===== src/rtl/bycc_pkg.sv =====
// Shared constants for the BGR / YCrCb color converter.
// Holds channel width, coefficient values and operation codes; depends on nothing.
`timescale 1ns / 1ps

package bycc_pkg;

    // Channel port width and default number of fraction bits per channel.
    localparam int DATA_W        = 16;
    localparam int FRAC_BITS_DEF = 15;

    // Coefficients carry this many fraction bits.
    localparam int COEF_FRAC = 16;

    // BT.601 coefficients, rounded to nearest at 16 fraction bits.
    localparam int K_YR  = 19595;   // 0.299
    localparam int K_YG  = 38470;   // 0.587
    localparam int K_YB  = 7471;    // 0.114
    localparam int K_CR  = 46727;   // 0.713
    localparam int K_CB  = 36962;   // 0.564
    localparam int K_RCR = 91947;   // 1.403
    localparam int K_GCR = 46793;   // 0.714
    localparam int K_GCB = 22544;   // 0.344
    localparam int K_BCB = 116195;  // 1.773

    // Operation codes.
    localparam logic OP_FWD = 1'b0;  // BGR to YCrCb
    localparam logic OP_INV = 1'b1;  // YCrCb to BGR

endpackage


===== src/rtl/bgr_ycrcb_converter.sv =====
// BT.601 pixel converter between BGR and YCrCb, one pixel per transfer, built on bycc_pkg.
// The block accepts a pixel in every clock while o_stall is low. The six register stages are
// input capture, coefficient multiply, weighted sum, difference and rounding, chroma multiply,
// and final rounding with saturation. Each stage holds its own valid bit and advances whenever
// it is empty or the stage after it advances, so bubbles are squeezed out and a stall at the
// output only reaches o_stall once every stage is full. Channels are unsigned fractions with
// FRAC_BITS fraction bits; results are rounded to nearest and saturated to 0..1.0 (or 65535
// when 1.0 does not fit in 16 bits), and o_clipped reports that saturation happened.
`timescale 1ns / 1ps

module bgr_ycrcb_converter #(
    parameter int FRAC_BITS = bycc_pkg::FRAC_BITS_DEF
) (
    input  logic                        i_clk,
    input  logic                        i_rst_n,
    input  logic                        i_valid,
    output logic                        o_stall,
    input  logic                        i_operation,
    input  logic [bycc_pkg::DATA_W-1:0] i_chan_a,
    input  logic [bycc_pkg::DATA_W-1:0] i_chan_b,
    input  logic [bycc_pkg::DATA_W-1:0] i_chan_c,
    output logic                        o_valid,
    input  logic                        i_stall,
    output logic [bycc_pkg::DATA_W-1:0] o_out_a,
    output logic [bycc_pkg::DATA_W-1:0] o_out_b,
    output logic [bycc_pkg::DATA_W-1:0] o_out_c,
    output logic                        o_clipped
);
    import bycc_pkg::*;

    localparam int DW   = DATA_W;
    localparam int NST  = 6;
    localparam int CW   = (FRAC_BITS > DW + 1) ? FRAC_BITS : DW + 1;  // multiplier operand
    localparam int KW   = 18;                                        // signed coefficient
    localparam int PW   = CW + KW;                                   // product
    localparam int SW   = PW + 1;                                    // sum of products
    localparam int RW   = CW + 3;                                    // result before clamp
    localparam int DRW  = DW + COEF_FRAC + 1;                        // forward difference
    localparam int PRW  = DRW + KW;                                  // chroma product
    localparam int HALF = 1 << (FRAC_BITS - 1);
    localparam int ONE  = 1 << FRAC_BITS;
    localparam int TOP  = (ONE > 65535) ? 65535 : ONE;

    localparam logic signed [KW-1:0]  C_YR  = KW'(K_YR);
    localparam logic signed [KW-1:0]  C_YG  = KW'(K_YG);
    localparam logic signed [KW-1:0]  C_YB  = KW'(K_YB);
    localparam logic signed [KW-1:0]  C_CR  = KW'(K_CR);
    localparam logic signed [KW-1:0]  C_CB  = KW'(K_CB);
    localparam logic signed [KW-1:0]  C_RCR = KW'(K_RCR);
    localparam logic signed [KW-1:0]  C_GCR = KW'(K_GCR);
    localparam logic signed [KW-1:0]  C_GCB = KW'(K_GCB);
    localparam logic signed [KW-1:0]  C_BCB = KW'(K_BCB);
    localparam logic [CW-1:0]         HALF_U = CW'(HALF);
    localparam logic signed [RW-1:0]  HALF_R = RW'(HALF);
    localparam logic signed [RW-1:0]  TOP_R  = RW'(TOP);
    localparam logic [DW-1:0]         TOP_U  = DW'(TOP);
    localparam logic signed [SW-1:0]  RND16  = SW'(1 << (COEF_FRAC - 1));
    localparam logic signed [PRW-1:0] RND32  = PRW'(64'd1 << (2 * COEF_FRAC - 1));

    // Stage valid bits and per-stage advance enables.
    logic [NST-1:0] r_vld;
    logic [NST-1:0] w_en;

    // Stage 0: captured input.
    logic          r_st0_op;
    logic [DW-1:0] r_st0_a, r_st0_b, r_st0_c;
    // Stage 1: products.
    logic                 r_st1_op;
    logic [DW-1:0]        r_st1_a, r_st1_c;
    logic signed [PW-1:0] r_st1_m0, r_st1_m1, r_st1_m2, r_st1_m3;
    // Stage 2: sums.
    logic                 r_st2_op;
    logic [DW-1:0]        r_st2_a, r_st2_c;
    logic signed [SW-1:0] r_st2_s0, r_st2_s1, r_st2_s2;
    // Stage 3: forward differences, rounded luma and inverse results.
    logic                  r_st3_op;
    logic signed [RW-1:0]  r_st3_y, r_st3_ia, r_st3_ib, r_st3_ic;
    logic signed [DRW-1:0] r_st3_dr, r_st3_db;
    // Stage 4: chroma products.
    logic                  r_st4_op;
    logic signed [RW-1:0]  r_st4_y, r_st4_ia, r_st4_ib, r_st4_ic;
    logic signed [PRW-1:0] r_st4_pr, r_st4_pb;
    // Stage 5: output register.
    logic [DW-1:0] r_out_a, r_out_b, r_out_c;
    logic          r_clip;

    always_comb begin
        w_en[NST-1] = !r_vld[NST-1] || !i_stall;
        for (int k = NST - 2; k >= 0; k--) begin
            w_en[k] = !r_vld[k] || w_en[k+1];
        end
    end

    assign o_stall = !w_en[0];
    assign o_valid = r_vld[NST-1];

    always_ff @(posedge i_clk) begin
        if (!i_rst_n) begin
            r_vld <= '0;
        end else begin
            if (w_en[0]) begin
                r_vld[0] <= i_valid;
            end
            for (int k = 1; k < NST; k++) begin
                if (w_en[k]) begin
                    r_vld[k] <= r_vld[k-1];
                end
            end
        end
    end

    // Stage 0.
    always_ff @(posedge i_clk) begin
        if (w_en[0]) begin
            r_st0_op <= i_operation;
            r_st0_a  <= i_chan_a;
            r_st0_b  <= i_chan_b;
            r_st0_c  <= i_chan_c;
        end
    end

    // Stage 1: the three general multipliers take the BGR weights on a forward transfer and
    // the chroma weights on an inverse one; the fourth serves only the red term.
    logic signed [CW-1:0] w_xa, w_xb, w_xc, w_crd, w_cbd;
    logic signed [CW-1:0] w_x0, w_x1, w_x2;
    logic signed [KW-1:0] w_k0, w_k1, w_k2;
    logic signed [PW-1:0] n_m0, n_m1, n_m2, n_m3;

    always_comb begin
        w_xa  = $signed({{(CW-DW){1'b0}}, r_st0_a});
        w_xb  = $signed({{(CW-DW){1'b0}}, r_st0_b});
        w_xc  = $signed({{(CW-DW){1'b0}}, r_st0_c});
        w_crd = $signed({{(CW-DW){1'b0}}, r_st0_b} - HALF_U);
        w_cbd = $signed({{(CW-DW){1'b0}}, r_st0_c} - HALF_U);
        if (r_st0_op == OP_INV) begin
            w_x0 = w_cbd;
            w_k0 = C_BCB;
            w_x1 = w_crd;
            w_k1 = C_GCR;
            w_x2 = w_cbd;
            w_k2 = C_GCB;
        end else begin
            w_x0 = w_xa;
            w_k0 = C_YB;
            w_x1 = w_xb;
            w_k1 = C_YG;
            w_x2 = w_xc;
            w_k2 = C_YR;
        end
        n_m0 = PW'(w_x0) * PW'(w_k0);
        n_m1 = PW'(w_x1) * PW'(w_k1);
        n_m2 = PW'(w_x2) * PW'(w_k2);
        n_m3 = PW'(w_crd) * PW'(C_RCR);
    end

    always_ff @(posedge i_clk) begin
        if (w_en[1]) begin
            r_st1_op <= r_st0_op;
            r_st1_a  <= r_st0_a;
            r_st1_c  <= r_st0_c;
            r_st1_m0 <= n_m0;
            r_st1_m1 <= n_m1;
            r_st1_m2 <= n_m2;
            r_st1_m3 <= n_m3;
        end
    end

    // Stage 2.
    logic signed [SW-1:0] n_s0, n_s1, n_s2;

    always_comb begin
        if (r_st1_op == OP_INV) begin
            n_s0 = SW'(r_st1_m0);
        end else begin
            n_s0 = SW'(r_st1_m0) + SW'(r_st1_m1) + SW'(r_st1_m2);
        end
        n_s1 = -(SW'(r_st1_m1) + SW'(r_st1_m2));
        n_s2 = SW'(r_st1_m3);
    end

    always_ff @(posedge i_clk) begin
        if (w_en[2]) begin
            r_st2_op <= r_st1_op;
            r_st2_a  <= r_st1_a;
            r_st2_c  <= r_st1_c;
            r_st2_s0 <= n_s0;
            r_st2_s1 <= n_s1;
            r_st2_s2 <= n_s2;
        end
    end

    // Stage 3: a multiple of 2^16 passes through the rounding unchanged, so the luma input
    // of an inverse transfer is added after the shift.
    logic signed [SW-1:0]  w_t0, w_t1, w_t2;
    logic signed [RW-1:0]  w_q0, w_q1, w_q2, w_aext;
    logic signed [DRW-1:0] n_dr, n_db;

    always_comb begin
        w_t0   = r_st2_s0 + RND16;
        w_t1   = r_st2_s1 + RND16;
        w_t2   = r_st2_s2 + RND16;
        w_q0   = RW'(w_t0 >>> COEF_FRAC);
        w_q1   = RW'(w_t1 >>> COEF_FRAC);
        w_q2   = RW'(w_t2 >>> COEF_FRAC);
        w_aext = $signed({{(RW-DW){1'b0}}, r_st2_a});
        n_dr   = $signed({1'b0, r_st2_c, {COEF_FRAC{1'b0}}}) - $signed(r_st2_s0[DRW-1:0]);
        n_db   = $signed({1'b0, r_st2_a, {COEF_FRAC{1'b0}}}) - $signed(r_st2_s0[DRW-1:0]);
    end

    always_ff @(posedge i_clk) begin
        if (w_en[3]) begin
            r_st3_op <= r_st2_op;
            r_st3_y  <= w_q0;
            r_st3_ia <= w_aext + w_q0;
            r_st3_ib <= w_aext + w_q1;
            r_st3_ic <= w_aext + w_q2;
            r_st3_dr <= n_dr;
            r_st3_db <= n_db;
        end
    end

    // Stage 4.
    always_ff @(posedge i_clk) begin
        if (w_en[4]) begin
            r_st4_op <= r_st3_op;
            r_st4_y  <= r_st3_y;
            r_st4_ia <= r_st3_ia;
            r_st4_ib <= r_st3_ib;
            r_st4_ic <= r_st3_ic;
            r_st4_pr <= PRW'(r_st3_dr) * PRW'(C_CR);
            r_st4_pb <= PRW'(r_st3_db) * PRW'(C_CB);
        end
    end

    // Stage 5: the chroma offset of one half is a whole multiple of the rounding step, so it
    // is added after the shift.
    function automatic logic [DW:0] f_sat(input logic signed [RW-1:0] v);
        logic [DW:0] res;
        if (v < 0) begin
            res = {1'b1, {DW{1'b0}}};
        end else if (v > TOP_R) begin
            res = {1'b1, TOP_U};
        end else begin
            res = {1'b0, v[DW-1:0]};
        end
        return res;
    endfunction

    logic signed [PRW-1:0] w_pr_t, w_pb_t;
    logic signed [RW-1:0]  w_cr, w_cb, w_ra, w_rb, w_rc;
    logic [DW:0]           w_sa, w_sb, w_sc;

    always_comb begin
        w_pr_t = r_st4_pr + RND32;
        w_pb_t = r_st4_pb + RND32;
        w_cr   = RW'(w_pr_t >>> (2 * COEF_FRAC)) + HALF_R;
        w_cb   = RW'(w_pb_t >>> (2 * COEF_FRAC)) + HALF_R;
        if (r_st4_op == OP_INV) begin
            w_ra = r_st4_ia;
            w_rb = r_st4_ib;
            w_rc = r_st4_ic;
        end else begin
            w_ra = r_st4_y;
            w_rb = w_cr;
            w_rc = w_cb;
        end
        w_sa = f_sat(w_ra);
        w_sb = f_sat(w_rb);
        w_sc = f_sat(w_rc);
    end

    always_ff @(posedge i_clk) begin
        if (w_en[5]) begin
            r_out_a <= w_sa[DW-1:0];
            r_out_b <= w_sb[DW-1:0];
            r_out_c <= w_sc[DW-1:0];
            r_clip  <= w_sa[DW] | w_sb[DW] | w_sc[DW];
        end
    end

    assign o_out_a   = r_out_a;
    assign o_out_b   = r_out_b;
    assign o_out_c   = r_out_c;
    assign o_clipped = r_clip;

`ifndef SYNTHESIS
    // Back pressure reaches the input only when every stage holds a pixel.
    a_stall_full: assert property (@(posedge i_clk) disable iff (!i_rst_n)
        o_stall |-> (&r_vld))
        else $error("o_stall raised while a pipeline stage is empty");

    // A pixel in the last compute stage moves to the output whenever the output is free.
    a_advance: assert property (@(posedge i_clk) disable iff (!i_rst_n)
        (r_vld[NST-2] && !i_stall) |=> o_valid)
        else $error("pixel lost between final stage and output");

    // Saturation keeps every delivered channel within range.
    a_range: assert property (@(posedge i_clk) disable iff (!i_rst_n)
        o_valid |-> (o_out_a <= TOP_U && o_out_b <= TOP_U && o_out_c <= TOP_U))
        else $error("output channel above saturation limit");
`endif

endmodule


===== config.mk =====
export PLATFORM = sky130hd
export DESIGN_NAME = bgr_ycrcb_converter
export DESIGN_NICKNAME = d
export VERILOG_FILES = /design/src/rtl/bycc_pkg.sv /design/src/rtl/bgr_ycrcb_converter.sv
export SDC_FILE = /design/constraint.sdc
export NUM_CORES = 2
export LEC_CHECK = 0
export BUFFER_PORTS_ARGS = -buffer_cell sky130_fd_sc_hd__buf_4
export CAP_MARGIN = 20
export CORE_MARGIN = 4
export CORE_UTILIZATION = 65
export DETAILED_ROUTE_END_ITERATION = 6
export GPL_ROUTABILITY_DRIVEN = 0
export PLACE_DENSITY = 0.82
export SYNTH_ARGS = -nofsm -noshare
export SYNTH_HDL_FRONTEND = slang
export SYNTH_SLANG_ARGS = --single-unit

===== constraint.sdc =====
create_clock -name i_clk -period 15.2 [get_ports i_clk]
set_input_delay 2.28 -clock i_clk [delete_from_list [all_inputs] [get_ports i_clk]]
set_output_delay 2.28 -clock i_clk [all_outputs]
set_load 0.02 [all_outputs]

==> flow_summary.yaml <==
synth:
  post-synth-top-count-cell: "inv_1"
  synth.avg_cell_area_sq_um: 11.03
  post_synth_main_area_contributors: "edfxtp_1 26%, fa_1 26%, ha_1 21%, inv_1 7.9%, xnor2_1 3.3%"
  yosys.area.top_type: "edfxtp_1"
  synth_warnings: 0
  syn_area_sq_um: 69480
  post-synth-top-area-fraction_pct: 26.49
  ys_ff_latch: 619
  synth-seq-area-share_pct: 26.67
  synth_cells: 6301
  async_reset_ff_share_pct: 0
  synth-edff-count: 613
  ys_dominant_reg_cell: "edfxtp_1"
  netlist_top_cells_count: "1469 x inv_1, 1142 x ha_1, 892 x fa_1, 613 x edfxtp_1, 265 x xnor2_1"
  yosysUniqueCellTypes: 80
timing:
  period_share_pct: 53.66
  final.setup_skew_ns: 0.05177
  timing.max_slew.rel_slack_pct: 27.84
  tightestPinTransition_ns: 1.055
  hold_viol: 0
  rsz_0062_raised_after_global_routing: "no"
  max_freq_mhz: 122.6
  setup_total_negative_slack_ns: 0
  holdWs_ns: 0.4164
  minimum_clock_period_ns: 8.157
  number_of_failing_setup_endpoints_in_the_final_timing_report: 0
  finalMaxSlewViolations: 0
global_route:
  grt-ovfl-total: 0
  number_of_global_route_vias_before_repair: 49276
  global_route.usage.total_pct: 30.03
  maximum_number_of_pins_on_one_net_before_global_route_repair: 81
  antenna_found_initial: 3
  grt_first_pass_wirelength_um: 261700
floorplan:
  io-pin-count: 104
  die-area_sq_um: 112200
  die_height_um: 334.9
  die_w_um: 334.9
  rows: 119
  fp.coreArea_sq_um: 105700
  initial_core_util_pct: 65.72
critical_path:
  cp.arrival_ns: 8.50
  worst_setup_path_startpoint: "r_st0_op"
  critical_path.endpoint_type: "register"
  reg_to_reg_start: "r_st0_op"
  critical_path_depth: 27
  crit_fanout: 66
  cpMostUsedCell: "inv_1"
  required_ns: 15.54
  kind_of_cell_adding_the_most_delay_to_the_critical_path: "adder cells"
  r2r_cells: 27
  worstSetupStartpointType: "register"
  cp_slowest_cell: "buf_4"
  cp_slowest_stage_delay_ns: 0.62
  worst_r2r_endpoint: "r_st1_m0[34]"
  worst-path-buf-inv: 8
  timing_worst_setup_path_type: "register to register"
  critPathCapture: "r_st1_m0[34]"
  r2r_slack_ns: 7.04
routing:
  post_drt_via_cell_ratio: 5.816
  drc: 0
  wl_per_cell_um: 20.60
  ant_nets_after_route: 0
  route.final.wire_length_um: 163900
  vias: 46280
  drtIter0Drc: 3646
  dr.pass1.iters: 7
worst_hold_path:
  hold_path_class: "register to register"
  hp-start: "r_st3_ib[4]"
place:
  port-buffer-count: 103
  detailed_placement_hpwl_um: 136000
clock_tree:
  ctsHtreeMaxLevel: 3
  clk-insertion-delay-late_ns: 0.66
  tritoncts: "built"
  cts_num_sinks: 619
  clk_pin_slew_worst_paths_ns: 0.07
  ctsRootBufferMaster: "clkbuf_16"
  cts_buffers: 69
  post_cts_repair_resize_count: 0
  cts.path.max_buffers: 3
  post-cts-setup-buffers: 0
  holdBufCountCts: 0
job:
  cap_violations: 0
cells_and_area:
  num-nets-final: 8599
  final_layout_size_suffix_gt1_share_pct: 4.127
  flow.area_growth_from_synthesis_pct: 7.479
  num-fill-cells: 7251
run_status:
  run_status: "finished clean"
==> worst reg2reg max path, cell delays in order (launching register included) <==
cell      delay (ns)
edfxtp_1        0.32
buf_4           0.62
inv_1           0.36
buf_4           0.39
nor2_1          0.55
nor2_1          0.18
inv_1           0.20
ha_1            0.17
inv_1           0.05
fa_1            0.53
inv_1           0.05
fa_1            0.50
inv_1           0.06
fa_1            0.44
fa_1            0.50
fa_1            0.50
inv_1           0.05
ha_1            0.34
a21o_1          0.18
a21o_1          0.20
a21oi_1         0.19
o21ai_0         0.14
a21oi_1         0.31
o211ai_1        0.19
a31oi_1         0.34
o21ai_0         0.15
a21oi_1         0.21
xnor2_1         0.10
==> sequential cells by signal, indices dropped and copies added, names as in the netlist, 21 cells and up <==
signal,cells
r_st1_m0,35
r_st3_dr,33
r_st1_m2,33
r_st2_s0,36
r_st1_m1,34
r_st2_s1,21
==> cell type report <==
cell class              count  area [sq um]  area share (%)
well taps                1391          1740           2.331
multi-input cells        4225         45510           60.94
repair buffers            126         952.2           1.275
clock buffers              74          1745           2.337
diodes                      1         2.502        0.003351
clock inverters            51         673.1          0.9014
flip-flops and latches    619         18530           24.81
inverters                1471          5527           7.401
==> cell families after synthesis <==
logic type                 Yosys count  synth area share, %
buffers and inverters             1515                8.198
xor gates and xnor gates           369                4.652
and+or+nand+nor                    974                6.777
DFF                                619                26.67
adders and majority gates         2035                46.28
other                                2              0.01081
muxes                               32               0.4628
AOI/OAI and AO/OA                  755                6.951
==> routing by layer <==
| metal | routed length (um) | GRT usage [%] | share of wire, % |
|---|---|---|---|
| met2 | 78090 | 49.98 | 48 |
| met3 | 13800 | 5.958 | 8.4 |
| met5 | 0 | 0 | 0 |
| met1 | 63050 | 38.34 | 38 |
| met4 | 8983 | 13.74 | 5.5 |
==> through the flow <==
step	utilization (%)	cells	area [sq um]	setup slack, ns
2_1_floorplan	-	6359	69700	8.242
3_3_place_gp	68.33	7831	72240	7.502
3_5_place_dp	68.33	7831	72240	7.304
4_1_cts	70.62	7956	74660	7.236
5_1_grt	70.64	7957	74670	6.777
6_report	70.64	7958	74670	7.043
==> placed cells by master (no fill, tap or decap), types with 104 or more instances in the layout <==
cell / instances
nor2_1: 259
buf_4: 125
inv_1: 1467
nand2_1: 244
a21oi_1: 231
edfxtp_1: 613
fa_1: 892
xor2_1: 104
xnor2_1: 265
o21ai_0: 159
ha_1: 1142
==> worst min path at each step <==
stage                   to  slack (ns)  depth (start not counted)
2_1_floorplan   r_st2_a[0]        0.40                          0
3_3_place_gp    r_st4_y[3]        0.40                          0
3_5_place_dp   r_st2_c[14]        0.40                          0
4_1_cts        r_st4_ib[4]        0.41                          0
5_1_grt         r_st4_y[7]        0.42                          0
6_report       r_st4_ib[4]        0.42                          0
Power is left out: the tool's default activity adds up to more than one toggle a clock period on the data nets, which glitch-free logic cannot reach.
